--- src/rtl/u8d_pkg.sv ---
// shared types and constants of the utf-8 stream decoder
package u8d_pkg;

  localparam int unsigned CpW  = 21;
  localparam int unsigned CntW = 3;

  localparam logic [CpW-1:0] REPL_CP   = 21'h00FFFD;
  localparam logic [CpW-1:0] MAX_CP    = 21'h10FFFF;
  localparam logic [CpW-1:0] SURR_LO   = 21'h00D800;
  localparam logic [CpW-1:0] SURR_HI   = 21'h00DFFF;
  localparam logic [CpW-1:0] MIN_CP_2B = 21'h000080;
  localparam logic [CpW-1:0] MIN_CP_3B = 21'h000800;
  localparam logic [CpW-1:0] MIN_CP_4B = 21'h010000;

  // continuation bytes a sequence needs
  localparam logic [1:0] NEED_NONE = 2'd0;
  localparam logic [1:0] NEED_ONE  = 2'd1;
  localparam logic [1:0] NEED_TWO  = 2'd2;
  localparam logic [1:0] NEED_THREE = 2'd3;

  // decoded outcome of one byte: count words, all but the last are replacements
  typedef struct packed {
    logic [CntW-1:0] count;
    logic [CpW-1:0]  cp;
    logic            rep;
    logic            fin;
  } step_res_t;

endpackage

--- src/rtl/u8d_step.sv ---
// decode state and per-byte decode logic
module u8d_step (
  input  logic                  clk,
  input  logic                  rst_n,
  input  logic                  step,
  input  logic [7:0]            byte_in,
  input  logic                  string_end,
  output u8d_pkg::step_res_t    res
);

  logic [u8d_pkg::CpW-1:0] pv_r, pv_nxt;
  logic [1:0]              need_r, need_nxt;
  logic [1:0]              taken_r, taken_nxt;

  always_ff @(posedge clk) begin
    if (!rst_n) begin
      pv_r    <= '0;
      need_r  <= u8d_pkg::NEED_NONE;
      taken_r <= '0;
    end else if (step) begin
      pv_r    <= pv_nxt;
      need_r  <= need_nxt;
      taken_r <= taken_nxt;
    end
  end

  always_comb begin
    logic                    cont;
    logic                    sb_emit;
    logic [u8d_pkg::CpW-1:0] sb_cp;
    logic                    sb_rep;
    logic [1:0]              sb_need;
    logic [u8d_pkg::CpW-1:0] sb_pv;
    logic [u8d_pkg::CpW-1:0] pv_s;
    logic [1:0]              taken_s;
    logic                    bad;
    logic [u8d_pkg::CntW-1:0] pre;

    cont    = (byte_in[7:6] == 2'b10);
    // handling of a byte with no sequence open
    sb_emit = 1'b1;
    sb_cp   = u8d_pkg::REPL_CP;
    sb_rep  = 1'b1;
    sb_need = u8d_pkg::NEED_NONE;
    sb_pv   = '0;
    priority if (!byte_in[7]) begin
      sb_cp  = {13'd0, byte_in};
      sb_rep = 1'b0;
    end else if (byte_in[7:5] == 3'b110) begin
      sb_emit = 1'b0;
      sb_need = u8d_pkg::NEED_ONE;
      sb_pv   = {16'd0, byte_in[4:0]};
    end else if (byte_in[7:4] == 4'b1110) begin
      sb_emit = 1'b0;
      sb_need = u8d_pkg::NEED_TWO;
      sb_pv   = {17'd0, byte_in[3:0]};
    end else if (byte_in[7:3] == 5'b11110) begin
      sb_emit = 1'b0;
      sb_need = u8d_pkg::NEED_THREE;
      sb_pv   = {18'd0, byte_in[2:0]};
    end else begin
      sb_emit = 1'b1;
    end

    pv_s    = {pv_r[14:0], byte_in[5:0]};
    taken_s = taken_r + 2'd1;
    bad = ((need_r == u8d_pkg::NEED_ONE)   && (pv_s < u8d_pkg::MIN_CP_2B)) ||
          ((need_r == u8d_pkg::NEED_TWO)   && (pv_s < u8d_pkg::MIN_CP_3B)) ||
          ((need_r == u8d_pkg::NEED_THREE) && (pv_s < u8d_pkg::MIN_CP_4B)) ||
          (pv_s > u8d_pkg::MAX_CP) ||
          ((pv_s >= u8d_pkg::SURR_LO) && (pv_s <= u8d_pkg::SURR_HI));
    pre = {1'b0, taken_r} + 3'd1;

    res.count = '0;
    res.cp    = u8d_pkg::REPL_CP;
    res.rep   = 1'b1;
    res.fin   = string_end;
    pv_nxt    = '0;
    need_nxt  = u8d_pkg::NEED_NONE;
    taken_nxt = '0;

    if (need_r != u8d_pkg::NEED_NONE) begin
      if (cont) begin
        if (taken_s >= need_r) begin
          // sequence complete
          res.count = 3'd1;
          res.cp    = bad ? u8d_pkg::REPL_CP : pv_s;
          res.rep   = bad;
        end else if (string_end) begin
          res.count = {1'b0, taken_s} + 3'd1;
        end else begin
          pv_nxt    = pv_s;
          need_nxt  = need_r;
          taken_nxt = taken_s;
        end
      end else begin
        // broken sequence: flush lead and taken bytes, then restart
        if (sb_emit) begin
          res.count = pre + 3'd1;
          res.cp    = sb_cp;
          res.rep   = sb_rep;
        end else if (string_end) begin
          res.count = pre + 3'd1;
        end else begin
          res.count = pre;
          pv_nxt    = sb_pv;
          need_nxt  = sb_need;
        end
      end
    end else begin
      if (sb_emit) begin
        res.count = 3'd1;
        res.cp    = sb_cp;
        res.rep   = sb_rep;
      end else if (string_end) begin
        res.count = 3'd1;
      end else begin
        pv_nxt   = sb_pv;
        need_nxt = sb_need;
      end
    end
  end

endmodule

--- src/rtl/u8d_out.sv ---
// result register that plays out the words of one decoded byte
module u8d_out (
  input  logic                 clk,
  input  logic                 rst_n,
  input  logic                 load,
  input  u8d_pkg::step_res_t   res,
  output logic                 free,
  output logic                 out_tvalid,
  input  logic                 out_tready,
  output logic [23:0]          out_tdata,
  output logic [1:0]           out_tuser,
  output logic                 out_tlast
);

  logic [u8d_pkg::CntW-1:0] remain_r, remain_nxt;
  logic [u8d_pkg::CpW-1:0]  cp_r;
  logic                     rep_r;
  logic                     fin_r;
  logic                     lastw;
  logic                     take;

  assign lastw = (remain_r == 3'd1);
  assign take  = out_tvalid && out_tready;
  assign free  = (remain_r == '0) || (lastw && out_tready);

  always_comb begin
    remain_nxt = remain_r;
    if (take) begin
      remain_nxt = remain_r - 3'd1;
    end
    if (load) begin
      remain_nxt = res.count;
    end
  end

  always_ff @(posedge clk) begin
    if (!rst_n) begin
      remain_r <= '0;
    end else begin
      remain_r <= remain_nxt;
    end
  end

  always_ff @(posedge clk) begin
    if (load) begin
      cp_r  <= res.cp;
      rep_r <= res.rep;
      fin_r <= res.fin;
    end
  end

  assign out_tvalid = (remain_r != '0);
  assign out_tdata  = {3'd0, lastw ? cp_r : u8d_pkg::REPL_CP};
  assign out_tuser  = {lastw, lastw ? rep_r : 1'b1};
  assign out_tlast  = lastw && fin_r;

endmodule

--- src/rtl/utf8_stream_decoder.sv ---
// top level of the utf-8 stream decoder
// Decodes a UTF-8 byte stream, one byte per input word, into Unicode code points, one per
// output word. A byte sits in an input register while its decode runs, and the result
// register then delivers its words: ASCII and completing bytes give one word, registered in
// the input register and then in the result register, so well-formed text streams at one
// byte per clock while the receiver is ready. A byte that breaks or ends an open sequence
// can give up to four words (U+FFFD for the lead and each continuation byte taken, then the
// byte's own result); the result register delivers one word per cycle while the receiver is
// ready, and the held byte does not move on until the last of those words is being taken.
// Bytes that only open or extend a sequence give no word. The input is taken while a result
// still waits if the input register is empty or its held byte moves on.
module utf8_stream_decoder (
  input  logic        clk,
  input  logic        rst_n,
  input  logic        in_tvalid,
  output logic        in_tready,
  input  logic [7:0]  in_tdata,   // [7:0] byte_in
  input  logic        in_tlast,   // string_end
  output logic        out_tvalid,
  input  logic        out_tready,
  output logic [23:0] out_tdata,  // [20:0] code_point, [23:21] zero
  output logic [1:0]  out_tuser,  // [0] replaced, [1] run_last
  output logic        out_tlast   // final_of_string
);

  // held input word
  logic               in_valid_r, in_valid_nxt;
  logic [7:0]         byte_r;
  logic               end_r;
  logic               free;
  logic               advance;
  logic               accept;
  u8d_pkg::step_res_t res;

  // the held byte moves on once the result register can take its words
  assign advance   = in_valid_r && free;
  assign in_tready = !in_valid_r || free;
  assign accept    = in_tvalid && in_tready;

  always_comb begin
    in_valid_nxt = in_valid_r;
    if (advance) begin
      in_valid_nxt = 1'b0;
    end
    if (accept) begin
      in_valid_nxt = 1'b1;
    end
  end

  always_ff @(posedge clk) begin
    if (!rst_n) begin
      in_valid_r <= 1'b0;
    end else begin
      in_valid_r <= in_valid_nxt;
    end
  end

  always_ff @(posedge clk) begin
    if (accept) begin
      byte_r <= in_tdata;
      end_r  <= in_tlast;
    end
  end

  // decode state and combinational decode of the held byte
  u8d_step u_step (
    .clk        (clk),
    .rst_n      (rst_n),
    .step       (advance),
    .byte_in    (byte_r),
    .string_end (end_r),
    .res        (res)
  );

  // result register; bytes that give no word leave it untouched
  u8d_out u_out (
    .clk        (clk),
    .rst_n      (rst_n),
    .load       (advance && (res.count != '0)),
    .res        (res),
    .free       (free),
    .out_tvalid (out_tvalid),
    .out_tready (out_tready),
    .out_tdata  (out_tdata),
    .out_tuser  (out_tuser),
    .out_tlast  (out_tlast)
  );

endmodule
--- config.mk ---
export PLATFORM = sky130hd
export DESIGN_NAME = utf8_stream_decoder
export DESIGN_NICKNAME = d
export VERILOG_FILES = /design/src/rtl/u8d_pkg.sv /design/src/rtl/u8d_step.sv /design/src/rtl/u8d_out.sv /design/src/rtl/utf8_stream_decoder.sv
export SDC_FILE = /design/constraint.sdc
export NUM_CORES = 1
export LEC_CHECK = 0
export BUFFER_PORTS_ARGS = -buffer_cell sky130_fd_sc_hd__buf_2
export CORE_AREA = 4 4 78 80
export CTS_BUF_LIST = sky130_fd_sc_hd__clkbuf_8
export CTS_CLUSTER_SIZE = 20
export DETAILED_ROUTE_END_ITERATION = 6
export DIE_AREA = 0 0 82 84
export GPL_TIMING_DRIVEN = 0
export PLACE_DENSITY_LB_ADDON = 0.15
export SLEW_MARGIN = 40
export SYNTH_ARGS = -nofsm -noshare
export SYNTH_HDL_FRONTEND = slang
export SYNTH_SLANG_ARGS = --single-unit
--- constraint.sdc ---
create_clock -name clk -period 2.8 [get_ports clk]
set_clock_uncertainty 0.2 [all_clocks]
set_input_delay 0 -clock clk [delete_from_list [all_inputs] [get_ports clk]]
set_output_delay 0 -clock clk [all_outputs]
set_load 0.05 [all_outputs]
# Word-level counts from Yosys, hierarchy flattened
# Cells that the tools add are included.
[word_totals] regBits=55 output_inout_bits=29
[op_classes] n_addsub=5 order_cmp=7 eq_ne=9 n_mux=47 reduce_logical=24
[op_table] op="15-bit 2-to-1 mux" n=8
[op_table] op="25-bit 2-to-1 mux" n=2
[op_table] op="21-bit 2-to-1 mux" n=2
[op_table] op="2-bit 2-to-1 mux" n=14
[op_table] op="3-bit 2-to-1 mux" n=8
[op_table] op="22-bit 2-to-1 mux" n=1
[op_table] op="21-bit by 16-bit greater-or-equal comparator with 1-bit output (second input constant)" n=1
[op_table] op="21-bit greater-than comparator (second input constant)" n=1
[op_table] op="21-bit by 16-bit <= comparator with 1-bit output (second input constant)" n=1
[op_table] op="21-bit by 12-bit less-than comparator with 1-bit output (second input constant)" n=1
[op_table] op="21-bit by 17-bit less-than comparator with 1-bit output (second input constant)" n=1
[op_table] op="21-bit by 8-bit less-than comparator with 1-bit output (second input constant)" n=1
[op_table] op="17-bit 2-to-1 mux" n=1
[op_table] op="16-bit 2-to-1 mux" n=1
[op_table] op="1-bit logical AND" n=10
[op_table] op="1-bit 2-to-1 mux" n=9
[op_table] op="2-bit by 1-bit adder with 3-bit output (second input constant)" n=2
[op_table] op="2-bit equality test (second input constant)" n=3
[op_table] op="1-bit logical OR" n=6
[op_table] op="2-bit nonzero test" n=3
[op_table] op="3-bit nonzero test" n=2
[op_table] op="5-bit equality test (second input constant)" n=1
[op_table] op="4-bit equality test (second input constant)" n=1
[op_table] op="4-bit 2-to-1 mux" n=1
[op_table] op="other kinds (11)" n=11

# Depth between registers and ports, before layout
# Gate-level depths: netlist of run 1.
[depth] depth_word=13 mapped_depth=10

# Hierarchy
# Synthesis of run 1 repeated with hierarchy kept, for this count alone.
[unflattened] cells_unflattened=251 area_unflattened_um2=2770.2
[modules_own_cells] module="u8d_step" n_inst=1 cells_each=155 area_per_inst_um2=1316.3
[modules_own_cells] module="u8d_out" n_inst=1 cells_each=80 area_per_inst_um2=1113.6
[modules_own_cells] module="utf8_stream_decoder" n_inst=1 cells_each=16 area_per_inst_um2=340.3

# Worst setup path after synthesis of run 1
# No wires, ideal clock.
[synth_path] path_kind="reg2reg" start="reg u_step.taken_r[0]" end="reg u_out.remain_r[1] in the netlist's numbering" setup_time_ps=122 arrival_ps=2437 required_ps=2478 slack_ps=41 path_stages_with_launch=10 synth_period_minus_slack_ps=2759 cell_sequence="dfxtp_1 > inv_1 > ha_1 > inv_1 > ha_1 > a2111oi_2 > nor4_1 > nor2_1 > nand2_2 > o311a_1"
[synth_via] elab_chain_cells=9 elab_cells_between_ends=15 cone_classes="4 x add/sub; 1 x order compare; 7 x mux; 3 x reduce/logical"
[synth_lines] item="start: declaration" line_no="u8d_step.sv:13" text="logic [1:0] taken_r, taken_nxt;"
[synth_lines] item="start signal: assignment" line_no="u8d_step.sv:23" text="taken_r <= taken_nxt;"
[synth_lines] item="2-bit by 1-bit adder with 3-bit output / 2-bit by 1-bit adder with 2-bit output (equally long branches)" line_no="u8d_step.sv:72, u8d_step.sv:66"
[synth_lines] item="3-bit by 1-bit adder with 3-bit output / 2-bit by 1-bit adder with 3-bit output (equally long branches)" line_no="u8d_step.sv:99, u8d_step.sv:103, u8d_step.sv:90"
[synth_lines] item="3-bit 2-to-1 mux, on equally long branches" line_no="u8d_step.sv:102, u8d_step.sv:89"
[synth_lines] item="3-bit 2-to-1 mux, on equally long branches" line_no="u8d_step.sv:98, u8d_step.sv:84"
[synth_lines] item="25-bit 2-to-1 mux (*)" line_no="u8d_step.sv:83" text="if (cont) begin"
[synth_lines] item="25-bit 2-to-1 mux (*)" line_no="u8d_step.sv:82" text="if (need_r != u8d_pkg::NEED_NONE) begin"
[synth_lines] item="3-bit nonzero test (*)" line_no="utf8_stream_decoder.sv:79" text=".load (advance && (res.count != '0)),"
[synth_lines] item="1-bit logical AND (*)" line_no="utf8_stream_decoder.sv:79"
[synth_lines] item="net u_out.load" line_no="u8d_out.sv:5" text="input logic load,"
[synth_lines] item="3-bit 2-to-1 mux / 2-bit nonzero test (equally long branches)"
[synth_lines] item="end signal: assignment" line_no="u8d_out.sv:40" text="remain_r <= remain_nxt;"
[synth_lines] item="end: declaration" line_no="u8d_out.sv:15" text="logic [u8d_pkg::CntW-1:0] remain_r, remain_nxt;"
# The timed path passes the listed nets; every way through them passes the cells marked *.
# A chain may end at the register's enable or synchronous reset.

# Final worst setup path of run 1
[layout_path] start="reg u_step.taken_r[0]" end="reg u_out.cp_r[2] in the netlist's numbering, enable pin"
[layout_via] elab_chain_cells=8 elab_cells_between_ends=13 cone_classes="4 x add/sub; 1 x order compare; 6 x mux; 2 x reduce/logical"
[layout_lines] item="2-bit by 1-bit adder with 3-bit output / 2-bit by 1-bit adder with 2-bit output (equally long branches)" line_no="u8d_step.sv:72, u8d_step.sv:66"
[layout_lines] item="3-bit by 1-bit adder with 3-bit output / 2-bit by 1-bit adder with 3-bit output (equally long branches)" line_no="u8d_step.sv:99, u8d_step.sv:103, u8d_step.sv:90"
[layout_lines] item="3-bit 2-to-1 mux, on equally long branches" line_no="u8d_step.sv:102, u8d_step.sv:89"
[layout_lines] item="3-bit 2-to-1 mux, on equally long branches" line_no="u8d_step.sv:98, u8d_step.sv:84"
[layout_lines] item="25-bit 2-to-1 mux (*)" line_no="u8d_step.sv:83"
[layout_lines] item="25-bit 2-to-1 mux (*)" line_no="u8d_step.sv:82"
[layout_lines] item="3-bit nonzero test (*)" line_no="utf8_stream_decoder.sv:79"
[layout_lines] item="1-bit logical AND (*)" line_no="utf8_stream_decoder.sv:79"
[layout_lines] item="end signal: assignment" line_no="u8d_out.sv:46" text="cp_r <= res.cp;"
[layout_lines] item="end: declaration" line_no="u8d_out.sv:16" text="logic [u8d_pkg::CpW-1:0] cp_r;"
# Every way passes the cells marked *; elsewhere a longest branch is shown, timed or not.

==> results of run 1 <==
[cells by family (layout without fill, tap and decap cells)]
group	after synthesis	in the layout	share of synthesized area
simple gates	132	134	0.257
flops	55	55	0.508
compound gates	49	49	0.134
buf+inv	29	92	0.0527
fa+ha+maj	9	9	0.0402
xor+xnor	2	2	0.00626
other cells	1	3	0.00134
[cell type report]
type,instances,share of cell area
buffer,16,0.0293
clock buffer,5,0.0201
clock inverter,3,0.00804
inverter,13,0.0143
multi-input combinational,197,0.383
sequential,55,0.416
tap,72,0.0263
timing repair buffer,55,0.102
[worst reg2reg max path, cell delays in order (launching register included)]
cell and delay [ps]:
dfxtp_4 380, inv_1 100, ha_1 330, inv_2 100
ha_4 220, a2111oi_4 380, nor4_2 100, nor2_2 230
buf_4 160, buf_4 110, nand2_4 110
[state kept, by name, summed over array words and instances (netlist names)]
register        flops
u_out.remain_r      3
u_out.rep_r         1
u_out.cp_r         21
byte_r              8
u_step.taken_r      2
u_step.pv_r        15
u_out.fin_r         1
u_step.need_r       2
end_r               1
in_valid_r          1
[metal layers]
| layer | routed length, um | vias to the layer above | part of all wire |
|---|---|---|---|
| li1 | - | 1099 | - |
| met5 | 0 | - | 0 |
| met3 | 305 | 7 | 0.052 |
| met2 | 2660 | 65 | 0.46 |
| met1 | 2790 | 994 | 0.48 |
| met4 | 69 | 0 | 0.012 |
[how the worst min path moves through the flow]
stage	from	endpoint	slack (ps)	cells past startpoint
6_report	in_tdata[4]	byte_r[4]$_DFFE_PP_	190	2
5_1_grt	in_tdata[4]	byte_r[4]$_DFFE_PP_	180	2
4_1_cts	in_tdata[4]	byte_r[4]$_DFFE_PP_	190	2
3_5_place_dp	in_tdata[4]	byte_r[4]$_DFFE_PP_	-20	1
3_3_place_gp	in_tdata[6]	byte_r[6]$_DFFE_PP_	-20	1
2_1_floorplan	in_tdata[0]	byte_r[0]$_DFFE_PP_	-100	0
[per-stage QoR]
stage / worst slack, ps / total power, mW / util / hold slack, ps
3_3_place_gp: -290 / 2.20 / 0.571 / -23.8
4_1_cts: 62.6 / 2.71 / 0.621 / 186
3_5_place_dp: -357 / 2.22 / 0.572 / -21.9
6_report: 121 / 2.73 / 0.633 / 195
2_1_floorplan: 41.0 / 1.96 / - / -101
5_1_grt: 11.7 / 2.89 / 0.633 / 177
[power by group]
part	total (mW)	switching [mW]	leakage (nW)	internal, mW
sequential	1.05	0.0549	0.486	0.994
combinational	1.23	0.862	0.784	0.369
clock	0.450	0.266	0.0463	0.184
total	2.73	1.18	1.32	1.55
[synthesized netlist by cell type (3+ instances only)]
cell,instances
clkbuf_1,7
a21boi_0,3
nor2b_1,9
and2_1,11
a32oi_1,3
edfxtp_1,32
nand3_1,5
ha_1,9
a22oi_1,3
inv_1,12
nand2_1,32
nor2_1,22
nand4_1,4
o21ai_0,3
buf_4,6
a21oi_1,14
and3_1,7
nand2b_1,23
a31oi_1,4
dfxtp_1,23
nor3_1,5
[repair_timing]
item | CTS | global route
resized for setup | 5 | 9
endpoints found under the hold margin | 23 | 0
gates cloned | 1 | 1
pin swaps | 2 | 2
hold buffers | 13 | 0
setup endpoints to repair | 35 | 31
buffers inserted | 2 | 2
==> flow_summary_export.csv, run 1 <==
group,metric,value,unit
final_layout,nNetsFinal,365,
final_layout,fill_cells,465,
setup_path,cp-end-kind,"register",
logic_synthesis,syn_inst,277,
die,die_area,6890,um2
final_layout,multiInputGateArea,1310,um2
die,start_util,0.518,
setup_path,critPathMostFrequentCell,"buf_4",
sta,worstMarginPinSlew,608,ps
setup_path,worst-path-stages,10,
min_path,hold_class,"input pin to register",
sta,fin_crit,2680,ps
route,avgRoutedWirePerCell,14.0,um
global_routing,grtUsageTotal,0.179,
global_routing,antenna_found_initial,0,
global_routing,grt_pass1_wl,9720,um
placement,postPlaceCellArea,3090,um2
setup_path,worstPathCellList,"inv_1 > ha_1 > inv_2 > ha_4 > a2111oi_4 > nor4_2 > nor2_2 > buf_4 > buf_4 > nand2_4",
setup_path,worstSetupPathType,"register to register",
global_routing,grt_use_met1,0.257,
setup_path,slowest_stage,"dfxtp_4",
clocking,cts_root_buf,"clkbuf_8",
setup_path,critPathRequiredTime,2640,ps
status,outcome,"finished, final reports clean",
setup_path,cp-start-kind,"register",
route,drc,0,
setup_path,r2r-start,"u_step.taken_r[0]$_SDFFE_PN0P_",
global_routing,globalRouteMet2Util,0.276,
route,finalWirelength,5830,um
logic_synthesis,synth_area_leader_cell,"edfxtp_1",
sta,post-route-period-util,0.957,
route,ant_nets,0,
final_layout,final_area,3420,um2
global_routing,busiest_layer,"met2",
logic_synthesis,ys_async_sr_fraction,0,
logic_synthesis,avgSynthCellArea,10.1,um2
setup_path,worstSetupStartpoint,"u_step.taken_r[0]$_SDFFE_PN0P_",
final_layout,seq_area,1430,um2
clocking,cts.sinks,55,
sta,hold_viol,0,
global_routing,grt_pass1_vias,2057,
route,vias,2165,
die,row_count,27,
placement,dp_hpwl,4220,um
sta,slew_headroom,0.594,
global_routing,grt_max_degree,20,
final_layout,syn2layout_area_growth,22.3,%
logic_synthesis,synth_warnings,0,
flow_run,cap_viol_max_count,0,
route,dr.pass1.iters,6,
logic_synthesis,synth.distinct_cells,51,
setup_path,critPathMaxStageDelay,380,ps
power,peakVddDrop,0.419,mV
die,core,5410,um2
route,detail_route.iter0.violations,78,
sta,setup_viol,0,
final_layout,final_cell_mix,"39 x buf_2, 32 x nand2_1, 32 x edfxtp_1",
logic_synthesis,synth_edf_count,32,
global_routing,grt.overflow.total,0,
clocking,cts_max_level,2,
clocking,cts_tree,"built",
sta,max_freq,0.373,GHz
final_layout,drive_above_1_share,0.244,
power,p_leak,1.32,nW
power,p_per_area,798,nW/um2
die,die_y,84,um
setup_path,r2r_slack,120,ps
final_layout,n_antenna_cell,0,
clocking,cts_buffers,5,
global_routing,grtUsageMet3,0.0356,
clocking,clockBufferDepth,2,
setup_path,arrival,2520,ps
setup_path,worstRegToRegCells,10,
logic_synthesis,synth-seq-cells,55,
setup_path,critical_path_buf_inv_count,4,
logic_synthesis,ys_top_cells_by_area,"edfxtp_1 34%, dfxtp_1 16%, nand2b_1 5.1%",
die,num_io_pins,42,
sta,rsz0062_at_grt,"no",
clocking,clk_pin_slew,100,ps
clocking,insertion_delay,310,ps
logic_synthesis,ys_seq_area_frac,0.508,
final_layout,fin_cells,416,
logic_synthesis,synth_top_area_frac,0.343,
setup_path,crit_family,"adder cells",
logic_synthesis,syn_area,2800,um2
final_layout,final_common_cell,"buf_2",
setup_path,cp_max_fo,12,
placement,dp_cells,389,
die,die_w,82,um
sta,slew_violations,0,
route,via_per_inst,5.20,
placement,place_congestion,0.845,
setup_path,critPathCapture,"u_out.cp_r[2]$_DFFE_PP_",
logic_synthesis,ys.flop_type,"edfxtp_1",
placement,numPortBuffers,38,
sta,finalSetupTns,0,ps
setup_path,timing.rr.end,"u_out.cp_r[2]$_DFFE_PP_",
Power figures use the tool's default switching activity.
==> run 2, diff against run 1 <==
--- a/config.mk
+++ b/config.mk
@@ -6,14 +6,16 @@
 export NUM_CORES = 1
 export LEC_CHECK = 0
 export BUFFER_PORTS_ARGS = -buffer_cell sky130_fd_sc_hd__buf_2
-export CORE_AREA = 4 4 78 80
+export CORE_AREA = 2 2 76 78
 export CTS_BUF_LIST = sky130_fd_sc_hd__clkbuf_8
 export CTS_CLUSTER_SIZE = 20
 export DETAILED_ROUTE_END_ITERATION = 6
-export DIE_AREA = 0 0 82 84
+export DIE_AREA = 0 0 78 80
 export GPL_TIMING_DRIVEN = 0
 export PLACE_DENSITY_LB_ADDON = 0.15
+export SKIP_LAST_GASP = 1
 export SLEW_MARGIN = 40
 export SYNTH_ARGS = -nofsm -noshare
 export SYNTH_HDL_FRONTEND = slang
+export SYNTH_HIERARCHICAL = 1
 export SYNTH_SLANG_ARGS = --single-unit
==> flow_summary_export.csv, run 2 <==
group,metric,value,unit
status,outcome,"finished, final reports clean",
clocking,insertion_delay,310,ps
final_layout,largest_reg_flops,21,
power,clock_power_share,0.208,
power,p_int,1.54,mW
power,peakVddDrop,0.469,mV
setup_path,slowest_stage,"a2111o_1",
flow_run,cap_viol_max_count,0,
logic_synthesis,ys_top_cells_by_area,"edfxtp_1 35%, dfxtp_1 17%, nand2b_1 4.5%",
clocking,clockBufferDepth,2,
logic_synthesis,ys.flop_type,"edfxtp_1",
power,p_leak,1.29,nW
sta,fin_crit,2720,ps
logic_synthesis,synth-seq-cells,55,
route,detail_route.iter0.violations,134,
global_routing,grt_pass1_vias,1861,
route,vias,2029,
setup_path,critPathMaxStageDelay,460,ps
logic_synthesis,synth_area_leader_cell,"edfxtp_1",
die,die_y,80,um
sta,max_freq,0.367,GHz
clocking,cts_root_buf,"clkbuf_8",
logic_synthesis,syn_inst,251,
logic_synthesis,synth_top_area_frac,0.347,
logic_synthesis,syn_area,2770,um2
die,die_area,6240,um2
die,row_count,27,
logic_synthesis,synthTopCellsByCount,"32 x edfxtp_1, 23 x dfxtp_1, 20 x inv_1, 20 x nand2b_1",
global_routing,grt.overflow.total,0,
logic_synthesis,ys_seq_area_frac,0.513,
sta,hold_viol,0,
route,ant_nets,0,
global_routing,grt_max_degree,18,
setup_path,cp-end-kind,"register",
power,p_per_area,740,nW/um2
setup_path,worstSetupPathType,"register to register",
final_layout,largest-register,"u_out/cp_r",
logic_synthesis,synthMostInstantiatedCell,"edfxtp_1",
final_layout,drive_above_1_share,0.278,
sta,setup_viol,0,
setup_path,r2r_slack,80,ps
sta,worstMarginPinSlew,780,ps
power,p_seq_frac,0.405,
sta,rsz0062_at_grt,"yes",
min_path,holdPathEnd,"byte_r[2]$_DFFE_PP_",
route,finalWirelength,5540,um
min_path,hold_path_depth,2,
placement,place_congestion,0.865,
final_layout,nNetsFinal,337,
clocking,cts_max_level,2,
setup_path,worstRegToRegCells,8,
die,die_w,78,um
placement,numPortBuffers,38,
sta,finalSetupTns,0,ps
logic_synthesis,synth_edf_count,32,
final_layout,n_antenna_cell,0,
route,drc,0,
die,start_util,0.513,
min_path,hold_class,"input pin to register",
clocking,clk_pin_slew,100,ps
final_layout,reg_top3,"u_out/cp_r: 21 flops, u_step/pv_r: 15 flops, byte_r: 8 flops",
die,core,5410,um2
route,via_per_inst,5.23,
setup_path,cp_max_fo,6,
setup_path,cp-start-kind,"register",
setup_path,r2r-start,"u_step/taken_r[0]$_SDFFE_PN0P_",
sta,slew_violations,0,
global_routing,grt_pass1_wl,9320,um
setup_path,critical_path_buf_inv_count,2,
power,p_sw,0.989,mW
setup_path,worstPathCellList,"inv_2 > ha_4 > inv_2 > ha_4 > a2111o_1 > o221a_4 > o31a_4 > o41ai_2",
die,num_io_pins,42,
power,combPwrFrac,0.387,
sta,post-route-period-util,0.972,
final_layout,final_common_cell,"buf_2",
power,p_sw_frac,0.392,
setup_path,arrival,2740,ps
logic_synthesis,synth_warnings,6,
final_layout,utilization,0.631,
route,avgRoutedWirePerCell,14.3,um
logic_synthesis,ys_async_sr_fraction,0,
sta,slew_headroom,0.477,
min_path,worstHoldStart,"in_tdata[2]",
setup_path,critPathRequiredTime,2820,ps
logic_synthesis,avgSynthCellArea,11.0,um2
logic_synthesis,synth.distinct_cells,56,
placement,dp_hpwl,3850,um
route,dr.pass1.iters,4,
setup_path,timing.rr.end,"u_out/remain_r[1]$_SDFFE_PN0P_",
global_routing,grtUsageTotal,0.194,
global_routing,antenna_found_initial,0,
final_layout,final_cell_mix,"40 x buf_2, 32 x edfxtp_1, 21 x dfxtp_1",
setup_path,crit_family,"compound AO/OA/AOI/OAI gates",
clocking,cts.sinks,55,
clocking,cts_tree,"built",
clocking,cts_buffers,5,
final_layout,syn2layout_area_growth,23.2,%
[run 2: cell types whose count changed after synthesis, moves of 6 or more]
cell / previous run / this run
nand2_1: 32 / 11
nor2_1: 22 / 8
a22o_1: 1 / 13
inv_1: 12 / 20
a21oi_1: 14 / 7
a31oi_1: 4 / 11
and3_1: 7 / 1
nor2b_1: 9 / 3
o21bai_1: 0 / 6
[run 2: worst register-to-register path: stages (launching register included)]
cell,delay [ps]
dfxtp_4,390
inv_2,60
ha_4,230
inv_2,100
ha_4,220
a2111o_1,460
o221a_4,330
o31a_4,310
o41ai_2,330
[run 2: through the flow]
step	std cells	instance area, um2	power [mW]	hold WS (ps)	setup slack (ps)
5_1_grt	388	3410	2.65	183	-32.8
3_3_place_gp	363	3110	1.96	-24.1	-165
2_1_floorplan	253	2830	1.78	-101	22.5
4_1_cts	387	3380	2.54	189	33.8
6_report	388	3410	2.53	196	78.2
3_5_place_dp	363	3110	1.98	-21.9	-169
[run 2: final cells by class]
class,count,area (um2)
Fill cell,450,1990
Timing Repair Buffer,55,350
Sequential cell,55,1430
Buffer,12,78.8
Multi-Input combinational cell,165,1280
Tap cell,72,90.1
Clock buffer,5,68.8
Clock inverter,3,43.8
Inverter,21,78.8
[run 2: worst max-delay path by stage]
stage	start	endpoint	cells after the start	slack (ps)
floorplan	u_step/taken_r[0]$_SDFFE_PN0P_	u_out/remain_r[0]$_SDFFE_PN0P_	10	20
global route	u_step/taken_r[0]$_SDFFE_PN0P_	u_out/remain_r[1]$_SDFFE_PN0P_	8	-30
CTS	u_step/taken_r[0]$_SDFFE_PN0P_	u_out/cp_r[2]$_DFFE_PP_	8	30
finish	u_step/taken_r[0]$_SDFFE_PN0P_	u_out/remain_r[1]$_SDFFE_PN0P_	8	80
global placement	u_step/taken_r[0]$_SDFFE_PN0P_	u_out/remain_r[0]$_SDFFE_PN0P_	10	-160
detailed placement	u_step/taken_r[0]$_SDFFE_PN0P_	u_out/remain_r[0]$_SDFFE_PN0P_	10	-170
[run 2: kinds of logic after synthesis]
group / after synthesis / synth area share
flops: 55 / 0.513
compound gates: 67 / 0.196
fa+ha+maj: 9 / 0.0407
mux: 3 / 0.0108
xor+xnor: 1 / 0.00316
buf+inv: 34 / 0.0578
simple gates: 81 / 0.177
other cells: 1 / 0.00135
[run 2: repair_timing]
action | CTS | global route
hold buffers | 13 | 0
endpoints found under the setup margin | 26 | 27
buffers inserted | 2 | 2
resized for setup | 2 | 5
endpoints found under the hold margin | 13 | 0
pin swaps | 2 | 3
gates cloned | 1 | 0
[run 2: power by group through the flow]
stage	clock network [mW]	logic (mW)	registers, mW
floorplan	0	0.762	1.02
global placement	0	0.928	1.04
detailed placement	0	0.943	1.04
CTS	0.536	0.983	1.02
global route	0.564	1.05	1.03
finish	0.525	0.979	1.02
[run 2: layer usage]
metal | vias to the layer above | wire length (um) | global-route usage
li1 | 1041 | - | -
met1 | 926 | 2680 | 0.273
met2 | 58 | 2560 | 0.302
met3 | 4 | 244 | 0.0407
met4 | 0 | 59 | 0.0614
met5 | - | 0 | 0
